===== src/rtl/i2cmb_pkg.sv =====
package i2cmb_pkg;

	localparam int unsigned BitsPerByte  = 8;
	localparam int unsigned AckHoldTicks = 2;

	localparam logic [15:0] LongHoldReset  = 16'd5;
	localparam logic [15:0] ShortHoldReset = 16'd1;
	localparam logic [7:0]  AckPollReset   = 8'd8;

	// register indexes on the configuration port
	localparam logic [1:0] REG_LONG_HOLD  = 2'd0;
	localparam logic [1:0] REG_SHORT_HOLD = 2'd1;
	localparam logic [1:0] REG_ACK_POLL   = 2'd2;

	typedef enum logic [1:0] {
		ACT_START = 2'd0,
		ACT_STOP  = 2'd1,
		ACT_WRITE = 2'd2,
		ACT_READ  = 2'd3
	} action_t;

	typedef enum logic [15:0] {
		PH_IDLE     = 16'h0001,
		PH_ST_SETUP = 16'h0002,
		PH_ST_HOLD  = 16'h0004,
		PH_SP_SETUP = 16'h0008,
		PH_SP_HOLD  = 16'h0010,
		PH_WR_LOW   = 16'h0020,
		PH_WR_HIGH  = 16'h0040,
		PH_WR_REL   = 16'h0080,
		PH_WR_POLL  = 16'h0100,
		PH_WR_AHOLD = 16'h0200,
		PH_WR_TAIL  = 16'h0400,
		PH_RD_REL   = 16'h0800,
		PH_RD_HIGH  = 16'h1000,
		PH_RD_LOW   = 16'h2000,
		PH_RD_ASET  = 16'h4000,
		PH_RD_AHIGH = 16'h8000
	} phase_t;

	typedef struct packed {
		logic       cmd_valid;
		logic [1:0] action;
		logic [7:0] write_data;
		logic       send_nack;
		logic       sda_sample;
	} tick_t;

	typedef struct packed {
		logic [15:0] long_hold;
		logic [15:0] short_hold;
		logic [7:0]  ack_poll_limit;
	} cfg_t;

	typedef struct packed {
		logic       scl_level;
		logic       sda_level;
		logic       busy_res;
		logic       done_res;
		logic [7:0] read_data;
		logic       ack_seen;
	} res_t;

endpackage


===== src/rtl/i2cmb_step.sv =====
module i2cmb_step (
	input  logic             clk,
	input  logic             arst_n,
	input  logic             en,
	input  i2cmb_pkg::tick_t tick,
	input  i2cmb_pkg::cfg_t  cfg,
	output i2cmb_pkg::res_t  res
);

	i2cmb_pkg::phase_t phase_q, phase_d;
	logic [15:0] timer_q, timer_d;
	logic [3:0]  bit_q, bit_d;
	logic [7:0]  shift_q, shift_d;
	logic [7:0]  poll_q, poll_d;
	logic        ack_q, ack_d;
	logic        nack_q, nack_d;
	logic        scl_q, scl_d;
	logic        sda_q, sda_d;

	logic [15:0] lng, sht;
	logic [7:0]  shift_nx;
	logic [3:0]  bit_nx;
	logic        done;
	logic [7:0]  rd_out;
	logic        ack_out;

	// a zero hold acts as one tick
	assign lng = (cfg.long_hold == 16'd0) ? 16'd1 : cfg.long_hold;
	assign sht = (cfg.short_hold == 16'd0) ? 16'd1 : cfg.short_hold;

	always_comb begin
		phase_d  = phase_q;
		timer_d  = timer_q;
		bit_d    = bit_q;
		shift_d  = shift_q;
		poll_d   = poll_q;
		ack_d    = ack_q;
		nack_d   = nack_q;
		scl_d    = scl_q;
		sda_d    = sda_q;
		done     = 1'b0;
		rd_out   = 8'd0;
		ack_out  = 1'b0;
		shift_nx = {shift_q[6:0], 1'b0};
		bit_nx   = bit_q + 4'd1;

		if (phase_q == i2cmb_pkg::PH_IDLE) begin
			if (tick.cmd_valid) begin
				case (i2cmb_pkg::action_t'(tick.action))
					i2cmb_pkg::ACT_START: begin
						phase_d = i2cmb_pkg::PH_ST_SETUP; timer_d = lng;
						scl_d = 1'b1; sda_d = 1'b1;
					end
					i2cmb_pkg::ACT_STOP: begin
						phase_d = i2cmb_pkg::PH_SP_SETUP; timer_d = lng;
						scl_d = 1'b1; sda_d = 1'b0;
					end
					i2cmb_pkg::ACT_WRITE: begin
						shift_d = tick.write_data; bit_d = 4'd0; ack_d = 1'b0;
						phase_d = i2cmb_pkg::PH_WR_LOW; timer_d = sht;
						scl_d = 1'b0; sda_d = tick.write_data[7];
					end
					default: begin
						shift_d = 8'd0; bit_d = 4'd0; nack_d = tick.send_nack;
						phase_d = i2cmb_pkg::PH_RD_REL; timer_d = sht;
						scl_d = 1'b0; sda_d = 1'b1;
					end
				endcase
			end
		end else if (phase_q == i2cmb_pkg::PH_WR_POLL) begin
			if (!tick.sda_sample || poll_q >= cfg.ack_poll_limit) begin
				if (!tick.sda_sample) begin
					ack_d = 1'b1;
				end
				phase_d = i2cmb_pkg::PH_WR_AHOLD;
				timer_d = 16'(i2cmb_pkg::AckHoldTicks);
				scl_d = 1'b1; sda_d = 1'b1;
			end else begin
				poll_d = poll_q + 8'd1;
			end
		end else if (timer_q > 16'd1) begin
			timer_d = timer_q - 16'd1;
		end else begin
			case (phase_q)
				i2cmb_pkg::PH_ST_SETUP: begin
					phase_d = i2cmb_pkg::PH_ST_HOLD; timer_d = lng;
					scl_d = 1'b1; sda_d = 1'b0;
				end
				i2cmb_pkg::PH_SP_SETUP: begin
					phase_d = i2cmb_pkg::PH_SP_HOLD; timer_d = lng;
					scl_d = 1'b1; sda_d = 1'b1;
				end
				i2cmb_pkg::PH_ST_HOLD: begin
					phase_d = i2cmb_pkg::PH_IDLE; timer_d = 16'd0;
					scl_d = 1'b0; sda_d = 1'b0; done = 1'b1;
				end
				i2cmb_pkg::PH_SP_HOLD: begin
					phase_d = i2cmb_pkg::PH_IDLE; timer_d = 16'd0;
					scl_d = 1'b1; sda_d = 1'b1; done = 1'b1;
				end
				i2cmb_pkg::PH_WR_LOW: begin
					phase_d = i2cmb_pkg::PH_WR_HIGH; timer_d = lng;
					scl_d = 1'b1;
				end
				i2cmb_pkg::PH_WR_HIGH: begin
					shift_d = shift_nx;
					bit_d   = bit_nx;
					if (bit_nx < 4'(i2cmb_pkg::BitsPerByte)) begin
						phase_d = i2cmb_pkg::PH_WR_LOW; timer_d = sht;
						scl_d = 1'b0; sda_d = shift_nx[7];
					end else begin
						phase_d = i2cmb_pkg::PH_WR_REL; timer_d = lng;
						scl_d = 1'b0; sda_d = 1'b1;
					end
				end
				i2cmb_pkg::PH_WR_REL: begin
					poll_d  = 8'd0;
					phase_d = i2cmb_pkg::PH_WR_POLL; timer_d = 16'd0;
					scl_d = 1'b1; sda_d = 1'b1;
				end
				i2cmb_pkg::PH_WR_AHOLD: begin
					phase_d = i2cmb_pkg::PH_WR_TAIL; timer_d = lng;
					scl_d = 1'b0; sda_d = 1'b0;
				end
				i2cmb_pkg::PH_WR_TAIL: begin
					phase_d = i2cmb_pkg::PH_IDLE; timer_d = 16'd0;
					scl_d = 1'b0; sda_d = 1'b0; done = 1'b1;
					ack_out = ack_q;
				end
				i2cmb_pkg::PH_RD_REL: begin
					phase_d = i2cmb_pkg::PH_RD_HIGH; timer_d = sht;
					scl_d = 1'b1; sda_d = 1'b1;
				end
				i2cmb_pkg::PH_RD_HIGH: begin
					// sample SDA as the high phase ends
					shift_d = {shift_q[6:0], tick.sda_sample};
					bit_d   = bit_nx;
					phase_d = i2cmb_pkg::PH_RD_LOW; timer_d = sht;
					scl_d = 1'b0; sda_d = 1'b1;
				end
				i2cmb_pkg::PH_RD_LOW: begin
					timer_d = sht;
					scl_d   = 1'b0;
					if (bit_q < 4'(i2cmb_pkg::BitsPerByte)) begin
						phase_d = i2cmb_pkg::PH_RD_REL; sda_d = 1'b1;
					end else begin
						phase_d = i2cmb_pkg::PH_RD_ASET; sda_d = nack_q;
					end
				end
				i2cmb_pkg::PH_RD_ASET: begin
					phase_d = i2cmb_pkg::PH_RD_AHIGH; timer_d = lng;
					scl_d = 1'b1; sda_d = nack_q;
				end
				i2cmb_pkg::PH_RD_AHIGH: begin
					phase_d = i2cmb_pkg::PH_IDLE; timer_d = 16'd0;
					scl_d = 1'b0; sda_d = nack_q; done = 1'b1;
					rd_out = shift_q;
				end
				default: begin
					phase_d = i2cmb_pkg::PH_IDLE; timer_d = 16'd0;
					done = 1'b1;
				end
			endcase
		end
	end

	always_ff @(posedge clk or negedge arst_n) begin
		if (!arst_n) begin
			phase_q <= i2cmb_pkg::PH_IDLE;
			timer_q <= 16'd0;
			bit_q   <= 4'd0;
			shift_q <= 8'd0;
			poll_q  <= 8'd0;
			ack_q   <= 1'b0;
			nack_q  <= 1'b0;
			scl_q   <= 1'b1;
			sda_q   <= 1'b1;
		end else if (en) begin
			phase_q <= phase_d;
			timer_q <= timer_d;
			bit_q   <= bit_d;
			shift_q <= shift_d;
			poll_q  <= poll_d;
			ack_q   <= ack_d;
			nack_q  <= nack_d;
			scl_q   <= scl_d;
			sda_q   <= sda_d;
		end
	end

	assign res.scl_level = scl_d;
	assign res.sda_level = sda_d;
	assign res.busy_res  = (phase_d != i2cmb_pkg::PH_IDLE);
	assign res.done_res  = done;
	assign res.read_data = rd_out;
	assign res.ack_seen  = ack_out;

endmodule


===== src/rtl/i2c_master_byte_engine.sv =====
// Ticks pass through the input register, then the result register.
// Throughput: one tick per cycle unless the result slot stalls; the input
// register refills in the same cycle its tick enters the result register.
// Reset (arst_n low, asynchronous): bus idle with SCL and SDA released,
// hold registers back to 5 and 1 ticks, acknowledge poll limit back to 8.
module i2c_master_byte_engine (
	input  logic        clk,
	input  logic        arst_n,
	// tick channel
	input  logic        in_valid,
	output logic        in_ready,
	input  logic        cmd_valid,
	input  logic [1:0]  action,
	input  logic [7:0]  write_data,
	input  logic        send_nack,
	input  logic        sda_sample,
	// result channel
	output logic        out_valid,
	input  logic        out_ready,
	output logic        scl_level,
	output logic        sda_level,
	output logic        busy_res,
	output logic        done_res,
	output logic [7:0]  read_data,
	output logic        ack_seen,
	// configuration writes
	input  logic        cfg_we,
	input  logic [1:0]  cfg_index,
	input  logic [15:0] cfg_data
);

	// Configuration registers
	i2cmb_pkg::cfg_t cfg_q;

	always_ff @(posedge clk or negedge arst_n) begin
		if (!arst_n) begin
			cfg_q.long_hold      <= i2cmb_pkg::LongHoldReset;
			cfg_q.short_hold     <= i2cmb_pkg::ShortHoldReset;
			cfg_q.ack_poll_limit <= i2cmb_pkg::AckPollReset;
		end else if (cfg_we) begin
			case (cfg_index)
				i2cmb_pkg::REG_LONG_HOLD:  cfg_q.long_hold      <= cfg_data;
				i2cmb_pkg::REG_SHORT_HOLD: cfg_q.short_hold     <= cfg_data;
				i2cmb_pkg::REG_ACK_POLL:   cfg_q.ack_poll_limit <= cfg_data[7:0];
				default: ; // drop writes beyond the register list
			endcase
		end
	end

	// Input register: holds one tick until the result slot can take it.
	logic             valid_s1;
	i2cmb_pkg::tick_t tick_s1;
	logic             step_en;

	// The result slot is free when empty or being emptied this cycle.
	assign step_en  = valid_s1 && (!out_valid || out_ready);
	assign in_ready = !valid_s1 || step_en;

	always_ff @(posedge clk or negedge arst_n) begin
		if (!arst_n) begin
			valid_s1 <= 1'b0;
		end else if (in_ready) begin
			valid_s1 <= in_valid;
		end
	end

	always_ff @(posedge clk) begin
		if (in_ready && in_valid) begin
			tick_s1.cmd_valid  <= cmd_valid;
			tick_s1.action     <= action;
			tick_s1.write_data <= write_data;
			tick_s1.send_nack  <= send_nack;
			tick_s1.sda_sample <= sda_sample;
		end
	end

	// Bus sequencer: advance by one tick whenever the result slot accepts.
	i2cmb_pkg::res_t res_c;

	i2cmb_step u_step (
		.clk    (clk),
		.arst_n (arst_n),
		.en     (step_en),
		.tick   (tick_s1),
		.cfg    (cfg_q),
		.res    (res_c)
	);

	// Result register
	logic            valid_s2;
	i2cmb_pkg::res_t res_s2;

	always_ff @(posedge clk or negedge arst_n) begin
		if (!arst_n) begin
			valid_s2 <= 1'b0;
		end else if (step_en) begin
			valid_s2 <= 1'b1;
		end else if (out_ready) begin
			valid_s2 <= 1'b0;
		end
	end

	always_ff @(posedge clk) begin
		if (step_en) begin
			res_s2 <= res_c;
		end
	end

	assign out_valid = valid_s2;
	assign scl_level = res_s2.scl_level;
	assign sda_level = res_s2.sda_level;
	assign busy_res  = res_s2.busy_res;
	assign done_res  = res_s2.done_res;
	assign read_data = res_s2.read_data;
	assign ack_seen  = res_s2.ack_seen;

	// A completing transfer always leaves the sequencer idle.
	a_done_not_busy: assert property (@(posedge clk) disable iff (!arst_n)
		out_valid && done_res |-> !busy_res)
		else $error("done pulse while still busy");

	// Read byte and acknowledge are shown only on a done tick.
	a_payload_on_done: assert property (@(posedge clk) disable iff (!arst_n)
		out_valid && (ack_seen || read_data != 8'd0) |-> done_res)
		else $error("read data or acknowledge outside a done tick");

	// With the result slot empty the tick channel never stalls.
	a_ready_when_free: assert property (@(posedge clk) disable iff (!arst_n)
		!out_valid |-> in_ready)
		else $error("tick channel stalled with result slot empty");

	// A stepped tick always lands in the result slot.
	a_step_lands: assert property (@(posedge clk) disable iff (!arst_n)
		step_en |=> out_valid)
		else $error("stepped tick lost");

endmodule


===== config.mk =====
export PLATFORM = sky130hd
export DESIGN_NAME = i2c_master_byte_engine
export DESIGN_NICKNAME = d
export VERILOG_FILES = /design/src/rtl/i2cmb_pkg.sv /design/src/rtl/i2cmb_step.sv /design/src/rtl/i2c_master_byte_engine.sv
export SDC_FILE = /design/constraint.sdc
export NUM_CORES = 1
export LEC_CHECK = 0
export ABC_AREA = 1
export ABC_CLOCK_PERIOD_IN_PS = 2400
export BUFFER_PORTS_ARGS = -buffer_cell sky130_fd_sc_hd__buf_2
export CAP_MARGIN = 20
export CORE_ASPECT_RATIO = 0.6
export CORE_UTILIZATION = 30
export CTS_CLUSTER_DIAMETER = 120
export CTS_CLUSTER_SIZE = 25
export DETAILED_ROUTE_END_ITERATION = 12
export PLACE_DENSITY_LB_ADDON = 0.25
export SKIP_LAST_GASP = 1
export SLEW_MARGIN = 15
export SYNTH_ARGS = -nofsm -noshare
export SYNTH_HDL_FRONTEND = slang
export SYNTH_HIERARCHICAL = 1
export SYNTH_SLANG_ARGS = --single-unit

===== constraint.sdc =====
create_clock -name clk -period 2.4 [get_ports clk]
set_input_delay 0.36 -clock clk [delete_from_list [all_inputs] [get_ports clk]]
set_output_delay 0.36 -clock clk [all_outputs]
set_load 0.01 [all_outputs]

# == Word-level counts from Yosys, hierarchy flattened ==
# Index checks and enable logic that the tools add are counted.
# word_totals
regBits,124
output_inout_bits,15
# op_classes
addsub,3
magnitude_cmp,4
n_eq_ne,30
mux,60
n_bitwise,4
n_reduce_logical,41
# ops
operator,count
$mux 16,14
$pmux 16 s10,1
$mux 8,9
$pmux 16 s3,1
$pmux 12 s3,1
$logic_not 16->1,2
$pmux 8 s2,2
$mux 4,6
$mux 1,22
$reduce_and 6->1,3
$eq 16x1->1 const B,1
$eq 16x10->1 const B,1
$eq 16x11->1 const B,1
$eq 16x12->1 const B,1
$eq 16x13->1 const B,1
$eq 16x14->1 const B,1
$eq 16x15->1 const B,1
$eq 16x16->1 const B,1
$eq 16x2->1 const B,1
$eq 16x3->1 const B,1
$eq 16x4->1 const B,1
$eq 16x5->1 const B,1
$eq 16x6->1 const B,1
$eq 16x7->1 const B,1
34 further kinds,67

# == Longest topological paths before layout ==
# depth
ltp_word,8
ltp_mapped,17
ltp_nobuf,17

# == By module ==
# Netlist, hierarchy kept.
# by_module_without_submodules
mod,n_inst,cells_each,area_per_inst_um2
i2cmb_step,1,798,5018.6
i2c_master_byte_engine,1,215,2543.7

# == Least setup slack after synthesis ==
# Ideal clock, no wire load.
# synth_timing
kind,register to register
start,"register valid_s2, in the netlist out_valid"
end,register u_step.timer_q[12]
setup_ns,0.077
arrival_ns,2.122
path_slack_ns,0.201
path_stages_with_launch,9
n_path_buf,1
period_less_slack_ns,2.199
cell_sequence,dfrtp_1 -> a21oi_1 -> nand2_2 -> inv_2 -> nand2_4 -> inv_2 -> buf_2 -> nor2_1 -> a21oi_1
# synth_between
elab_chain_len,4
# synth_rtl
item,line,text
from (decl),i2c_master_byte_engine.sv:90,logic valid_s2;
from (signal assigned),i2c_master_byte_engine.sv:95,valid_s2 <= 1'b0;
from (signal assigned),i2c_master_byte_engine.sv:97,valid_s2 <= 1'b1;
from (signal assigned),i2c_master_byte_engine.sv:99,valid_s2 <= 1'b0;
$logic_not 1->1,i2c_master_byte_engine.sv:56,assign step_en = valid_s1 && (!out_valid || out_ready);
$logic_or 1x1->1,i2c_master_byte_engine.sv:56,
$logic_and 1x1->1,i2c_master_byte_engine.sv:56,
named net step_en,i2c_master_byte_engine.sv:53,logic step_en;
$reduce_and 3->1 (no source line),--,
to (signal assigned),i2cmb_step.sv:180,timer_q <= timer_d;
to (decl),i2cmb_step.sv:11,"logic [15:0] timer_q, timer_d;"
# The timed path passes the listed nets, and every way through them passes these cells.
# A chain may end at the register's enable or synchronous reset.

==> metrics.md <==
| Metric | Value |
|---|---|
| Outcome | finished, violations left |
| Failing checks | design-rule violations |
| Starting density of the core | 30.9% |
| Worst-path maximum fanout | 4 |
| Die area | 0.0259 mm2 |
| Seq/Total Area, Yosys | 42.9% |
| Switching Power | 3750 uW |
| Worst slew pin tran | 0.539 ns |
| Final setup fails | 0 |
| R2r worst-path depth | 15 |
| Via-per-instance ratio | 4.90 |
| Hold endpoint | tick_s1[1] |
| Placed insts | 1396 |
| Reg2Reg Launch Point | cfg_q[3] |
| F_max | 439 MHz |
| Sinks on Clock Net | 124 |
| Worst Setup Start Kind | register |
| Routed Antenna Nets | 0 |
| PortBufs | 50 |
| Drt pass-1 iters | 11 |
| Adder-cell share of the synthesized area | 1.99% |
| Synth cell count leaders | 309 x nand2_1, 115 x nor2_1, 92 x inv_1 |
| Post-layout minimum cycle time | 2.28 ns |
| Max transition margin | 64.0% |
| WL per Instance | 16.4 um |
| Largest net degree at the start of global routing | 39 |
| Via count | 7022 |
| Cell-internal power | 5550 uW |
| Area fraction in compound gates after synthesis | 8.98% |
| Hold Path Depth | 1 |
| Clock tree root buffer cell | clkbuf_16 |
| EDFF count, synth | 26 |
| RePlAce Congestion | 0.957 |
| Crit Path Category | reg -> reg |
| Asr flop ratio synth | 79.0% |
| Post-synth top area share | 30.1% |
| P&R area growth vs syn | 19.6% |
| Synth warn | 6 |
| Critical path's largest stage delay | 0.53 ns |
| IO Pins | 51 |
| Critical-path cell list | inv_1 > ha_1 > nand2_1 > inv_1 > nand2_1 > nand2_1 > nand2_1 > nand4_1 > buf_4 > nor2_1 > nor2_1 > nor2_1 > nand2_1 > nor2_1 > nand4_1 |
| Terminus of the critical flop-to-flop path | busy_res |
| GR Overflow Total | 0 |
| Area leader, netlist | dfrtp_1 |
| Core Util, Final | 37.0% |
| CP top delay family | simple AND/OR/NAND/NOR gates |
| Antenna Cells | 0 |
| Post-synthesis net count | 1061 |
| Period utilisation layout | 94.9% |
| Share of post-route cells with drive strength above 1 | 17.8% |
| Clock buffer depth | 2 |
| Slowest cell on crit path | dfstp_2 |
| Sequential Power Share | 33.0% |
| Worst EP arrival | 2.44 ns |
| Mux cell area share after synthesis | 0.281% |
| Largest family of logic cells by synthesized area | simple AND/OR/NAND/NOR gates |
| Final hold violations | 0 |
| Clock Latency Late Sink | 0.44 ns |
| VDD IR-drop max | 0.505 mV |
| P per Cell Area | 1030 mW/mm2 |
| Post-synthesis instance area | 0.00756 mm2 |
| Top-count cell post-synth | nand2_1 |
| Routed WL | 23.5 mm |
| Flop-to-flop setup slack | 0.12 ns |
| Drt initial violations | 676 |
| Max cap viols | 0 |
| RSZ-0062 raised after global routing | true |
| Clk pwr share | 28.0% |
| Area contributors post-synth | dfrtp_1 30%, nand2_1 15%, edfxtp_1 10% |
| Max-slew violations | 0 |
| Lkg Pwr | 0.00433 uW |
| H-tree depth | 4 |
| Syn Area/Cell | 7.47 um2 |
| CP required | 2.56 ns |
| Number of buffer and inverter stages on the critical path | 3 |
| Net count reported at finish | 1146 |
| Post-Layout Cell Count | 1433 |
| CTS clk-pin slew, worst paths | 0.06 ns |
| Core ar. | 0.0244 mm2 |
| Netlist cell types | 49 |
| DR DRC count | 1 |
| Hold Crit Class | in -> reg |
| Most frequent cell on the critical path | nand2_1 |
| Clk_skew | 0.00809 ns |
| Initial antenna violation count | 0 |
| Gate Count Post-Synth | 1013 |
| First-pass GRT wire length | 37.0 mm |
| Die width | 207 um |
| Comb power frac | 38.9% |
| Element type at the critical path end | register |
| Hpwl dp | 18.1 mm |
| Synth Register Bits | 124 |
| HP Start | send_nack |
| Post-synthesis simple-gate area fraction | 35.4% |
| CTS tree | yes |
| Total track usage | 18.8% |
| Num rows | 44 |
| Main synth FF type | dfrtp_1 |
| Post-synthesis xor/xnor area fraction | 2.08% |
| Vert. Die Dim | 125 um |
| TritonCTS Buffers | 17 |
| Switching Fraction | 40.4% |
| Vias in the first global route | 6485 |
-- per-stage QoR --
step / hold WS, ns / instance area (um2) / setup WS (ns) / total power (uW) / TNS [ns]
2_1_floorplan: 0.0644 / 7560 / 0.201 / 5540 / 0
6_report: 0.0933 / 9050 / 0.121 / 9300 / 0
3_3_place_gp: 0.379 / 8380 / 0.112 / 6600 / 0
3_5_place_dp: 0.382 / 8380 / 0.00657 / 6600 / 0
5_1_grt: 0.0735 / 9050 / -0.0747 / 9950 / -0.0805
4_1_cts: 0.0726 / 8970 / 0.0104 / 9260 / 0
-- timing repair --
item	in CTS	in global routing
setup endpoints to repair	1	20
hold buffers	1	0
pin swaps	1	1
setup buffers	0	4
resized for setup	0	13
hold endpoints to repair	34	0
-- kinds of logic after synthesis --
logic type / Yosys count
buf+inv: 147
fa+ha+maj: 12
xor+xnor: 18
flops: 124
mux: 2
compound gates: 117
simple gates: 593
-- per-layer routing --
layer | up-vias | GRT usage (%) | part of all wire (%)
li1 | 3501 | - | -
met1 | 3294 | 31.9 | 56
met2 | 214 | 22.2 | 36
met3 | 13 | 5.03 | 7.6
met4 | 0 | 4.25 | 0.80
met5 | - | 0 | 0
-- placed cells by master, fill, tap and decap left out, types with 3 or more instances in the layout --
master,synthesis,final
nand4_1,43,43
nor2_4,4,5
clkbuf_16,0,17
o2bb2ai_1,3,3
o31ai_2,3,3
o21ai_0,29,29
inv_1,92,90
nor2_2,7,10
nand3b_1,6,6
edfxtp_1,26,26
o21ai_1,16,16
buf_2,12,49
dfstp_2,7,7
buf_4,11,48
clkbuf_1,5,3
xor2_1,11,11
nand2_4,4,4
nor3_1,7,7
nand3_1,78,77
bufinv_16,0,3
o22ai_1,15,15
nor2_1,115,111
clkinv_1,3,5
ha_1,12,11
inv_2,18,19
clkinvlp_4,0,4
a21oi_1,34,32
nand2_2,5,7
nand3_2,3,4
nand2_1,309,307
xnor2_1,7,7
dfrtp_1,91,91
a31oi_1,10,10
nor4_1,3,3
-- cell type report --
type,instances,area [um2]
Fill cell,2610,15400
Multi-Input combinational cell,742,3730
Sequential cell,124,3240
Timing Repair Buffer,100,656
Clock buffer,20,437
Inverter,113,428
Tap cell,322,403
Clock inverter,12,148
-- how the worst max path moves through the flow --
stage / startpoint / to / slack [ns] / cells after the start
floorplan: out_valid / u_step/timer_q[12] / 0.20 / 8
global placement: u_step/phase_q[10] / u_step/timer_q[15] / 0.11 / 10
detailed placement: u_step/timer_q[0] / busy_res / 0.007 / 14
CTS: u_step/timer_q[0] / busy_res / 0.01 / 14
global route: u_step/timer_q[5] / busy_res / -0.07 / 13
finish: cfg_q[3] / busy_res / 0.12 / 15
-- power by group through the flow --
stage / Clock (uW) / Combinational (uW) / Sequential, uW
CTS: 2670 / 3530 / 3060
finish: 2610 / 3620 / 3070
detailed placement: 0 / 3510 / 3090
floorplan: 0 / 2540 / 3010
global route: 2750 / 4060 / 3130
global placement: 0 / 3520 / 3080
-- sequential cells by signal, summed over array words and instances, names as in the netlist --
signal          cells
ack_seen            1
busy_res            1
cfg_q              40
done_res            1
out_valid           1
read_data           8
scl_level           1
sda_level           1
tick_s1            13
u_step/ack_q        1
u_step/bit_q        4
u_step/nack_q       1
u_step/phase_q     16
u_step/poll_q       8
u_step/scl_q        1
u_step/sda_q        1
u_step/shift_q      8
u_step/timer_q     16
valid_s1            1
Power figures use the tool's default switching activity.
